[config.mk]
export PLATFORM = sky130hd
export DESIGN_NAME = json_tokenizer
export DESIGN_NICKNAME = d
export VERILOG_FILES = /design/src/rtl/jtok_pkg.sv /design/src/rtl/json_tokenizer.sv
export SDC_FILE = /design/constraint.sdc
export NUM_CORES = 2
export LEC_CHECK = 0
export BUFFER_PORTS_ARGS = -buffer_cell sky130_fd_sc_hd__buf_4
export CORE_MARGIN = 2
export CORE_UTILIZATION = 40
export DETAILED_ROUTE_END_ITERATION = 6
export PLACE_DENSITY_LB_ADDON = 0.12
export SLEW_MARGIN = 10
export SYNTH_ARGS = -nofsm -noshare
export SYNTH_HDL_FRONTEND = slang
export SYNTH_SLANG_ARGS = --single-unit
[constraint.sdc]
create_clock -name clock -period 24.1 [get_ports clock]
set_clock_uncertainty 0.1 [all_clocks]
set_input_delay 0 -clock clock [delete_from_list [all_inputs] [get_ports clock]]
set_output_delay 0 -clock clock [all_outputs]
set_load 0.01 [all_outputs]
[src/rtl/jtok_pkg.sv]
package jtok_pkg;

   typedef enum logic [1:0] {
      MODE_IDLE   = 2'd0,
      MODE_STRING = 2'd1,
      MODE_ESCAPE = 2'd2,
      MODE_PRIM   = 2'd3
   } mode_type;

   typedef enum logic [1:0] {
      KIND_OBJECT = 2'd0,
      KIND_ARRAY  = 2'd1,
      KIND_STRING = 2'd2,
      KIND_PRIM   = 2'd3
   } kind_type;

   typedef enum logic [1:0] {
      ERR_NONE   = 2'd0,
      ERR_SYNTAX = 2'd1,
      ERR_FULL   = 2'd2,
      ERR_LONG   = 2'd3
   } err_type;

   typedef enum logic [2:0] {
      ST_IDLE,
      ST_CLOSE,
      ST_CHILD,
      ST_DUMP_RD,
      ST_DUMP_OUT,
      ST_ERR_OUT
   } fsm_type;

   localparam logic [7:0] CH_LBRACE    = 8'h7b;
   localparam logic [7:0] CH_RBRACE    = 8'h7d;
   localparam logic [7:0] CH_LBRACKET  = 8'h5b;
   localparam logic [7:0] CH_RBRACKET  = 8'h5d;
   localparam logic [7:0] CH_QUOTE     = 8'h22;
   localparam logic [7:0] CH_BACKSLASH = 8'h5c;
   localparam logic [7:0] CH_COLON     = 8'h3a;
   localparam logic [7:0] CH_COMMA     = 8'h2c;
   localparam logic [7:0] CH_SPACE     = 8'h20;
   localparam logic [7:0] CH_TAB       = 8'h09;
   localparam logic [7:0] CH_CR        = 8'h0d;
   localparam logic [7:0] CH_LF        = 8'h0a;

   localparam logic [5:0] LIMIT_RESET  = 6'd32;
   localparam logic [1:0] REG_TOKEN_LIMIT = 2'd0;

endpackage

[src/rtl/json_tokenizer.sv]
// json_tokenizer: jsmn-style json tokenizer
// req_ channel: one document byte per word, req_tlast marks the final byte
// rsp_ channel: on the final byte the token table is streamed out, one word
// per token in slot order, or a single word for an error or an empty table;
// rsp_tlast marks the last word of the run
// csr_ port: register 0 (address 0) is token_limit, reset 32
// flow: a byte that touches no table entry is done when taken; a byte that
// adds a token under a container does the token write and parent read, then
// the parent child-count write-back in ST_CHILD; a closer does a container
// read, then the write-back in ST_CLOSE; a primitive ended by a closer also
// uses ST_CHILD, the child count and the close share one write-back
// result path: an error or empty-table word is loaded into the output register
// in ST_ERR_OUT; each token word takes a table read in ST_DUMP_RD and a load in
// ST_DUMP_OUT, after the write-back when the final byte needs one
// stalls: every word waits in the output register until the receiver takes
// it, so a stalled receiver stalls the dump; no byte is taken during a dump
// reset clears the scanner and restores token_limit to 32
module json_tokenizer
   import jtok_pkg::*;
#(
   parameter int TABLE_DEPTH   = 32,
   parameter int POSITION_BITS = 16
) (
   input  logic        clock,
   input  logic        reset,
   input  logic        req_tvalid,
   output logic        req_tready,
   input  logic [7:0]  req_tdata,   // byte_in
   input  logic        req_tlast,   // doc_last
   output logic        rsp_tvalid,
   input  logic        rsp_tready,
   // status[1:0], token_total[7:2], token_slot[12:8], token_kind[14:13],
   // start_offset[30:15], end_offset[46:31], children[51:47],
   // parent_slot[57:52], zero fill [63:58]
   output logic [63:0] rsp_tdata,
   output logic        rsp_tlast,   // final_result
   input  logic        csr_psel,
   input  logic        csr_penable,
   input  logic        csr_pwrite,
   input  logic [1:0]  csr_paddr,
   input  logic [31:0] csr_pwdata,
   output logic [31:0] csr_prdata,
   output logic        csr_pready
);

   localparam int IW = $clog2(TABLE_DEPTH);
   localparam int CW = IW + 1;
   localparam int PW = POSITION_BITS;
   localparam logic [PW-1:0] POS_MAX = {PW{1'b1}};

   typedef struct packed {
      logic [1:0]    kind;
      logic [PW-1:0] start;
      logic [PW-1:0] stop;
      logic [4:0]    children;
      logic          has_parent;
      logic [IW-1:0] parent;
   } entry_type;

   entry_type mem [TABLE_DEPTH];
   entry_type rd_ff;

   logic          mem_we, mem_re;
   logic [IW-1:0] mem_wa, mem_ra;
   entry_type     mem_wd;

   always_ff @(posedge clock) begin
      if (mem_we) mem[mem_wa] <= mem_wd;
      if (mem_re) rd_ff <= mem[mem_ra];
   end

   fsm_type       fsm_ff, fsm_in;
   mode_type      mode_ff, mode_in;
   logic [PW-1:0] pos_ff, pos_in, pend_ff, pend_in;
   logic [CW-1:0] used_ff, used_in;
   logic          cur_ok_ff, cur_ok_in;
   logic [IW-1:0] cur_ff, cur_in;
   err_type       err_ff, err_in;
   logic [5:0]    limit_ff;
   logic [7:0]    chr_ff, chr_in;
   logic          last_ff, last_in;
   logic          close_ff, close_in;
   logic [IW-1:0] par_ff, par_in;
   logic [CW-1:0] dump_ff, dump_in;
   logic          ov_ff, ov_in;
   logic [63:0]   od_ff, od_in;
   logic          ol_ff, ol_in;

   logic csr_wr;
   assign csr_pready = 1'b1;
   assign csr_wr = csr_psel && csr_penable && csr_pwrite;
   assign csr_prdata = (csr_paddr == REG_TOKEN_LIMIT) ? {26'd0, limit_ff} : 32'd0;

   always_ff @(posedge clock) begin
      if (reset) limit_ff <= LIMIT_RESET;
      else if (csr_wr && csr_paddr == REG_TOKEN_LIMIT) limit_ff <= csr_pwdata[5:0];
   end

   logic [CW-1:0] limit_eff;
   assign limit_eff = (int'(limit_ff) > TABLE_DEPTH) ? CW'(TABLE_DEPTH) : CW'(limit_ff);

   assign rsp_tvalid = ov_ff;
   assign rsp_tdata  = od_ff;
   assign rsp_tlast  = ol_ff;

   function automatic logic is_space(input logic [7:0] c);
      return c == CH_TAB || c == CH_CR || c == CH_LF || c == CH_SPACE;
   endfunction

   logic acc;
   assign acc = req_tvalid && req_tready;

   always_comb begin
      logic [7:0] c;
      logic full, go_idle, finish, dly, prim;
      err_type e;
      kind_type want;
      fsm_in = fsm_ff; mode_in = mode_ff; pos_in = pos_ff; pend_in = pend_ff;
      used_in = used_ff; cur_ok_in = cur_ok_ff; cur_in = cur_ff; err_in = err_ff;
      chr_in = chr_ff; last_in = last_ff; close_in = close_ff; par_in = par_ff;
      dump_in = dump_ff; ov_in = ov_ff; od_in = od_ff; ol_in = ol_ff;
      mem_we = 1'b0; mem_re = 1'b0; mem_wa = used_ff[IW-1:0]; mem_ra = cur_ff;
      mem_wd = '0;
      req_tready = 1'b0;
      c = req_tdata;
      full = used_ff >= limit_eff;
      go_idle = 1'b0; finish = 1'b0; dly = 1'b0; prim = 1'b0;
      e = ERR_NONE;
      want = (chr_ff == CH_RBRACE) ? KIND_OBJECT : KIND_ARRAY;
      if (ov_ff && rsp_tready) ov_in = 1'b0;
      case (fsm_ff)
         ST_IDLE: begin
            req_tready = 1'b1;
            if (acc) begin
               chr_in = c; last_in = req_tlast;
               if (err_ff == ERR_NONE) begin
                  if (pos_ff == POS_MAX) err_in = ERR_LONG;
                  else begin
                     pos_in = pos_ff + 1'b1;
                     case (mode_ff)
                        MODE_STRING: begin
                           if (c == CH_QUOTE) begin
                              mode_in = MODE_IDLE;
                              if (full) err_in = ERR_FULL;
                              else begin
                                 mem_we = 1'b1;
                                 mem_wd = '{KIND_STRING, pend_ff, pos_ff, 5'd0,
                                            cur_ok_ff, cur_ff};
                                 used_in = used_ff + 1'b1;
                                 if (cur_ok_ff) begin
                                    mem_re = 1'b1; par_in = cur_ff; dly = 1'b1;
                                    fsm_in = ST_CHILD;
                                 end
                              end
                           end else if (c == CH_BACKSLASH) mode_in = MODE_ESCAPE;
                        end
                        MODE_ESCAPE: mode_in = MODE_STRING;
                        MODE_PRIM: begin
                           if (is_space(c) || c == CH_COMMA || c == CH_RBRACKET ||
                               c == CH_RBRACE) begin
                              mode_in = MODE_IDLE;
                              if (full) err_in = ERR_FULL;
                              else begin
                                 mem_we = 1'b1;
                                 mem_wd = '{KIND_PRIM, pend_ff, pos_ff, 5'd0,
                                            cur_ok_ff, cur_ff};
                                 used_in = used_ff + 1'b1;
                                 if (cur_ok_ff) begin
                                    mem_re = 1'b1; par_in = cur_ff; dly = 1'b1;
                                    fsm_in = ST_CHILD;
                                 end
                                 if (c == CH_RBRACKET || c == CH_RBRACE) begin
                                    // the parent is the container being closed
                                    if (!cur_ok_ff) err_in = ERR_SYNTAX;
                                    else close_in = 1'b1;
                                 end
                              end
                           end else if (c < CH_SPACE) err_in = ERR_SYNTAX;
                        end
                        default: go_idle = 1'b1;
                     endcase
                     if (go_idle) begin
                        if (c == CH_LBRACE || c == CH_LBRACKET) begin
                           if (full) err_in = ERR_FULL;
                           else begin
                              mem_we = 1'b1;
                              mem_wd = '{(c == CH_LBRACE) ? KIND_OBJECT : KIND_ARRAY,
                                         pos_ff, PW'(0), 5'd0, cur_ok_ff, cur_ff};
                              used_in = used_ff + 1'b1;
                              cur_ok_in = 1'b1; cur_in = used_ff[IW-1:0];
                              if (cur_ok_ff) begin
                                 mem_re = 1'b1; par_in = cur_ff; dly = 1'b1;
                                 fsm_in = ST_CHILD;
                              end
                           end
                        end else if (c == CH_RBRACE || c == CH_RBRACKET) begin
                           if (!cur_ok_ff) err_in = ERR_SYNTAX;
                           else begin
                              mem_re = 1'b1; mem_ra = cur_ff;
                              dly = 1'b1; fsm_in = ST_CLOSE;
                           end
                        end else if (c == CH_QUOTE) begin
                           pend_in = pos_ff + 1'b1; mode_in = MODE_STRING;
                        end else if (is_space(c) || c == CH_COLON || c == CH_COMMA) begin
                        end else if (c < CH_SPACE) err_in = ERR_SYNTAX;
                        else begin
                           pend_in = pos_ff; mode_in = MODE_PRIM;
                        end
                     end
                  end
               end
               if (!dly && req_tlast) finish = 1'b1;
            end
         end
         ST_CHILD: begin
            // parent child-count write-back, plus the close after a primitive
            mem_we = 1'b1; mem_wa = par_ff;
            mem_wd = rd_ff;
            mem_wd.children = rd_ff.children + 5'd1;
            if (close_ff) begin
               if (rd_ff.kind != want) err_in = ERR_SYNTAX;
               else begin
                  mem_wd.stop = pos_ff;
                  cur_ok_in = rd_ff.has_parent; cur_in = rd_ff.parent;
               end
            end
            close_in = 1'b0;
            fsm_in = ST_IDLE;
            finish = last_ff;
         end
         ST_CLOSE: begin
            if (rd_ff.kind != want) err_in = ERR_SYNTAX;
            else begin
               mem_we = 1'b1; mem_wa = cur_ff;
               mem_wd = rd_ff;
               mem_wd.stop = pos_ff;
               cur_ok_in = rd_ff.has_parent; cur_in = rd_ff.parent;
            end
            fsm_in = ST_IDLE;
            finish = last_ff;
         end
         ST_DUMP_RD: begin
            mem_re = 1'b1; mem_ra = dump_ff[IW-1:0];
            fsm_in = ST_DUMP_OUT;
         end
         ST_DUMP_OUT: begin
            if (!ov_ff || rsp_tready) begin
               ov_in = 1'b1;
               od_in = {6'd0, rd_ff.has_parent ? 6'(rd_ff.parent) : 6'h3f,
                        rd_ff.children, 16'(rd_ff.stop), 16'(rd_ff.start), rd_ff.kind,
                        5'(dump_ff), 6'(used_ff), ERR_NONE};
               ol_in = (dump_ff + 1'b1 == used_ff);
               dump_in = dump_ff + 1'b1;
               if (dump_ff + 1'b1 == used_ff) begin
                  fsm_in = ST_IDLE;
                  mode_in = MODE_IDLE; pos_in = '0; used_in = '0; cur_ok_in = 1'b0;
                  cur_in = '0; pend_in = '0; err_in = ERR_NONE;
               end else fsm_in = ST_DUMP_RD;
            end
         end
         ST_ERR_OUT: begin
            if (!ov_ff || rsp_tready) begin
               ov_in = 1'b1; ol_in = 1'b1; od_in = {62'd0, err_ff};
               mode_in = MODE_IDLE; pos_in = '0; used_in = '0; cur_ok_in = 1'b0;
               cur_in = '0; pend_in = '0; err_in = ERR_NONE;
               fsm_in = ST_IDLE;
            end
         end
         default: fsm_in = ST_IDLE;
      endcase

      if (finish) begin
         e = err_in;
         if (e == ERR_NONE) begin
            if (mode_in == MODE_STRING || mode_in == MODE_ESCAPE) e = ERR_SYNTAX;
            else if (mode_in == MODE_PRIM) begin
               if (used_in >= limit_eff) e = ERR_FULL;
               else if (cur_ok_in) e = ERR_SYNTAX;
               else prim = 1'b1;
            end
         end
         if (e == ERR_NONE && cur_ok_in) e = ERR_SYNTAX;
         if (prim) begin
            // trailing primitive at top level
            mem_we = 1'b1; mem_wa = used_in[IW-1:0];
            mem_wd = '{KIND_PRIM, pend_in, pos_in, 5'd0, 1'b0, '0};
            used_in = used_in + 1'b1;
         end
         if (e != ERR_NONE || used_in == '0) begin
            err_in = e; fsm_in = ST_ERR_OUT;
         end else begin
            dump_in = '0; fsm_in = ST_DUMP_RD;
         end
      end
   end

   always_ff @(posedge clock) begin
      if (reset) begin
         fsm_ff <= ST_IDLE; mode_ff <= MODE_IDLE; pos_ff <= '0; pend_ff <= '0;
         used_ff <= '0; cur_ok_ff <= 1'b0; cur_ff <= '0; err_ff <= ERR_NONE;
         last_ff <= 1'b0; close_ff <= 1'b0; dump_ff <= '0; ov_ff <= 1'b0;
      end else begin
         fsm_ff <= fsm_in; mode_ff <= mode_in; pos_ff <= pos_in; pend_ff <= pend_in;
         used_ff <= used_in; cur_ok_ff <= cur_ok_in; cur_ff <= cur_in; err_ff <= err_in;
         last_ff <= last_in; close_ff <= close_in; dump_ff <= dump_in; ov_ff <= ov_in;
      end
   end
   always_ff @(posedge clock) begin
      chr_ff <= chr_in; par_ff <= par_in; od_ff <= od_in; ol_ff <= ol_in;
   end

   property p_out_hold;
      @(posedge clock) disable iff (reset)
         ov_ff && !rsp_tready |=> ov_ff && $stable(od_ff);
   endproperty
   a_out_hold: assert property (p_out_hold) else $error("output word dropped");

   property p_dump_no_input;
      @(posedge clock) disable iff (reset)
         (fsm_ff == ST_DUMP_RD || fsm_ff == ST_DUMP_OUT || fsm_ff == ST_ERR_OUT)
            |-> !req_tready;
   endproperty
   a_dump_no_input: assert property (p_dump_no_input) else $error("input taken in dump");

   property p_used_bound;
      @(posedge clock) disable iff (reset) used_ff <= CW'(TABLE_DEPTH);
   endproperty
   a_used_bound: assert property (p_used_bound) else $error("token count overflow");

   property p_close_busy;
      @(posedge clock) disable iff (reset)
         (fsm_ff == ST_CLOSE || fsm_ff == ST_CHILD) |-> !req_tready;
   endproperty
   a_close_busy: assert property (p_close_busy) else $error("input during rmw");

endmodule

==> flow_summary.toml <==
[clock_network]
cts_buffers = 169
cts.path.max_buffers = 3
cts_tree = "built"
ctsHtreeMaxLevel = 4
clk_latency_ns = 0.83
clockRootBuffer = "clkbuf_16"
clk_pin_slew_ns = 0.06
cts_sinks = 1623
cts_setup_buffers = 0

[synth]
synth_top_area_frac = 0.711
synthSimpleGateAreaFrac = 0.0742
muxShareOfSynthArea = 0.127
synth_top_flop_cell = "edfxtp_1"
synth_edf_count = 1557
ys_seq_elements = 1623
synth-compound-area-share = 0.0405
ys_warn_count = 0
synth_commonest_cells = "edfxtp_1, nand2_1, mux4_2"
synth_xor_area_frac = 0.00253
syn_inst = 3802
synth.top_cells.by_area = "edfxtp_1, mux4_2, nand2_1"
yosysSeqAreaShare = 0.731
syn-cell-area_um2 = 65800
synthArstFlopShare = 0
synthDistinctLibCells = 90
synth_top_cell_by_area = "edfxtp_1"
synth_fa_ha_area_frac = 0.00323
synth_top_family_by_area = "multiplexers"
avgSynthCellArea_um2 = 17.3
yosysMostFrequentCell = "edfxtp_1"

[timing]
period_needed_ns = 8.11
maxSlewHeadroom = 0.215
fin_ws_ns = 15.99
hold_viol_final = 0
fmax_ghz = 0.123
setup_viol = 0
tightest_slew_ns = 1.18
post-route-period-util = 0.337
rsz0062_at_grt = "no"
slew_violations = 0
tns_ns = 0

[floorplanning]
floorplan.die.width_um = 410
core_um2 = 163000
rows = 148
initial_core_util = 0.404
fp.dieH_um = 410
io_pins = 150
die_area_um2 = 168000

[drt]
wl_mm = 185
wl_per_cell_um = 29.3
firstDrtPassIters = 5
vias_per_cell = 5.74
vias = 36200
top_layer = "met5"
drtIter0Drc = 3914
m1WireLength_mm = 83.7
ant_nets = 0
wl_met2_mm = 86.3
drc_errors = 0
met3_length_mm = 11.5

[pwr]
pwr-share-comb = 0.099
power_frac_seq = 0.498
peakVddDrop_mv = 0.0806
power.internal_mw = 4.73
p_clk_frac = 0.403
power_density_nw_per_um2 = 82.9
power.leakage_nw = 25.3
power_switching_mw = 1.51
swShare = 0.242

[final_layout]
fillCellCount = 14000
nets = 4059
area_growth_pct = 14.5
drive_above_1_share = 0.220
layout.area.seq_um2 = 48100
multiInputGateArea_um2 = 17000

[setup_path]
path_max_fanout = 38
cp.arrival_ns = 8.43
critPathRequiredTime_ns = 24.42
cp-start-kind = "flip-flop"
path_class = "flip-flop to flip-flop"
end_kind = "flip-flop"

[place]
io_buffers = 90
dp_hpwl_mm = 98.8
gp_congestion = 0.865
place_ws_ns = 16.14

[global_routing]
grt.overflow.total = 0
grt_pass1_wl_mm = 265
grtUsageTotal = 0.221
grt_antenna_before_repair = 12
grt_pass1_vias = 36000
grt_max_degree = 140

[run_status]
status = "finished, final reports clean"

[min_path]
worstHoldPathType = "input port to flip-flop"

[flow_run]
maxCapViolCount = 0
==> layout make-up <==
cell class	count	share of cell area
clock buffer	230	0.0603
multi-input combinational	1925	0.226
sequential	1623	0.638
inverter	22	0.00120
antenna	5	0.000166
timing repair buffer	251	0.0275
clock inverter	84	0.0108
tap	2175	0.0361
==> metal layers <==
metal | global-route usage | vias up
met4 | 0.0525 | 2
met2 | 0.347 | 1195
met5 | 0 | -
li1 | - | 15400
met3 | 0.0372 | 216
met1 | 0.324 | 19400
==> power by group through the flow <==
stage	clock, mW	sequential (mW)	combinational [mW]
2_1_floorplan	0	3.16	0.443
3_3_place_gp	0	3.17	0.619
3_5_place_dp	0	3.17	0.619
4_1_cts	2.57	3.11	0.626
5_1_grt	2.68	3.11	0.675
6_report	2.51	3.11	0.618
==> final timing paths <==
path                                             start                     end  slack (ns)  depth (start not counted)
worst min-delay path                        rsp_tready  fsm_ff[0]$_SDFFE_PP0P_        0.13                          5
worst min register to register  pend_ff[13]$_SDFF_PP0_  pend_ff[13]$_SDFF_PP0_        0.44                          2
worst max-delay path            fsm_ff[2]$_SDFFE_PP0P_   mem[22][19]$_DFFE_PP_       15.99                         22
worst max register to register  fsm_ff[2]$_SDFFE_PP0P_   mem[22][19]$_DFFE_PP_       15.99                         22
==> through the flow <==
stage / power, mW / utilization / cells / instance area, µm² / hold WS [ns]
after CTS: 6.30 / 0.461 / 6310 / 75200 / 0.0670
after global routing: 6.46 / 0.462 / 6310 / 75300 / 0.148
after detailed placement: 3.79 / 0.426 / 5946 / 69300 / 0.130
after floorplan: 3.61 / - / 3833 / 65900 / -0.0533
after global placement: 3.79 / 0.426 / 5946 / 69300 / 0.130
final: 6.24 / 0.462 / 6315 / 75300 / 0.129
==> what timing repair did <==
action / CTS / global route
hold endpoints to repair: 82 / 0
hold buffers: 50 / 0
gates resized for setup: 0 / 0
==> worst max-delay path: stages (launching register included) <==
cell and delay, ns:
dfxtp_1 0.87, nor2_1 0.14, nand2_1 0.10, buf_4 0.37, inv_1 0.07, buf_4 0.22
nand3_1 0.34, a31o_2 0.46, nor2_1 0.16, and3_1 0.28, a221oi_4 0.40, inv_1 0.22
ha_1 0.34, a21o_1 0.16, a21o_1 0.19, a21oi_1 0.14, inv_1 0.06, a31oi_1 0.23
o21a_1 0.20, and3_4 0.47, a31oi_2 0.42, nor2_4 0.74, buf_4 0.87
==> state kept, by name (all words and copies together) (netlist names) <==
| name | cells |
|---|---|
| mode_ff | 2 |
| fsm_ff | 3 |
| limit_ff | 6 |
| rd_ff | 45 |
| mem | 1440 |
| rsp_tvalid | 1 |
| used_ff | 6 |
| cur_ff | 5 |
| par_ff | 5 |
| cur_ok_ff | 1 |
| pend_ff | 16 |
| pos_ff | 16 |
| dump_ff | 6 |
| rsp_tdata | 58 |
| rsp_tlast | 1 |
| last_ff | 1 |
| chr_ff | 8 |
| close_ff | 1 |
| err_ff | 2 |
==> cell families after synthesis <==
| group | count (synthesis) |
|---|---|
| buffers and inverters | 285 |
| AO/OA/AOI/OAI | 392 |
| flip-flops | 1623 |
| adder cells (fa/ha/maj) | 17 |
| AND/OR/NAND/NOR | 1078 |
| multiplexers | 386 |
| other | 2 |
| XOR/XNOR | 19 |
==> placed cells by master (no fill, tap or decap), types with 24 or more instances in the layout <==
master         synthesis  routed
clkinv_2               0      25
clkinv_1               0      33
a21oi_1              108      72
nand3_1              253     253
nor3_1                41      27
dlygate4sd3_1          0      50
o21ai_0               84      82
clkbuf_1             143      54
buf_4                 40     196
nand2_1              484     483
conb_1                 2      33
nor2_1               145     123
and3_1                24      24
clkbuf_16              0     170
and2_1                61      61
a211oi_1              24      24
mux4_2               360     360
edfxtp_1            1557    1557
dfxtp_1               66      66
No activity file was read; power rests on OpenSTA's default activity.
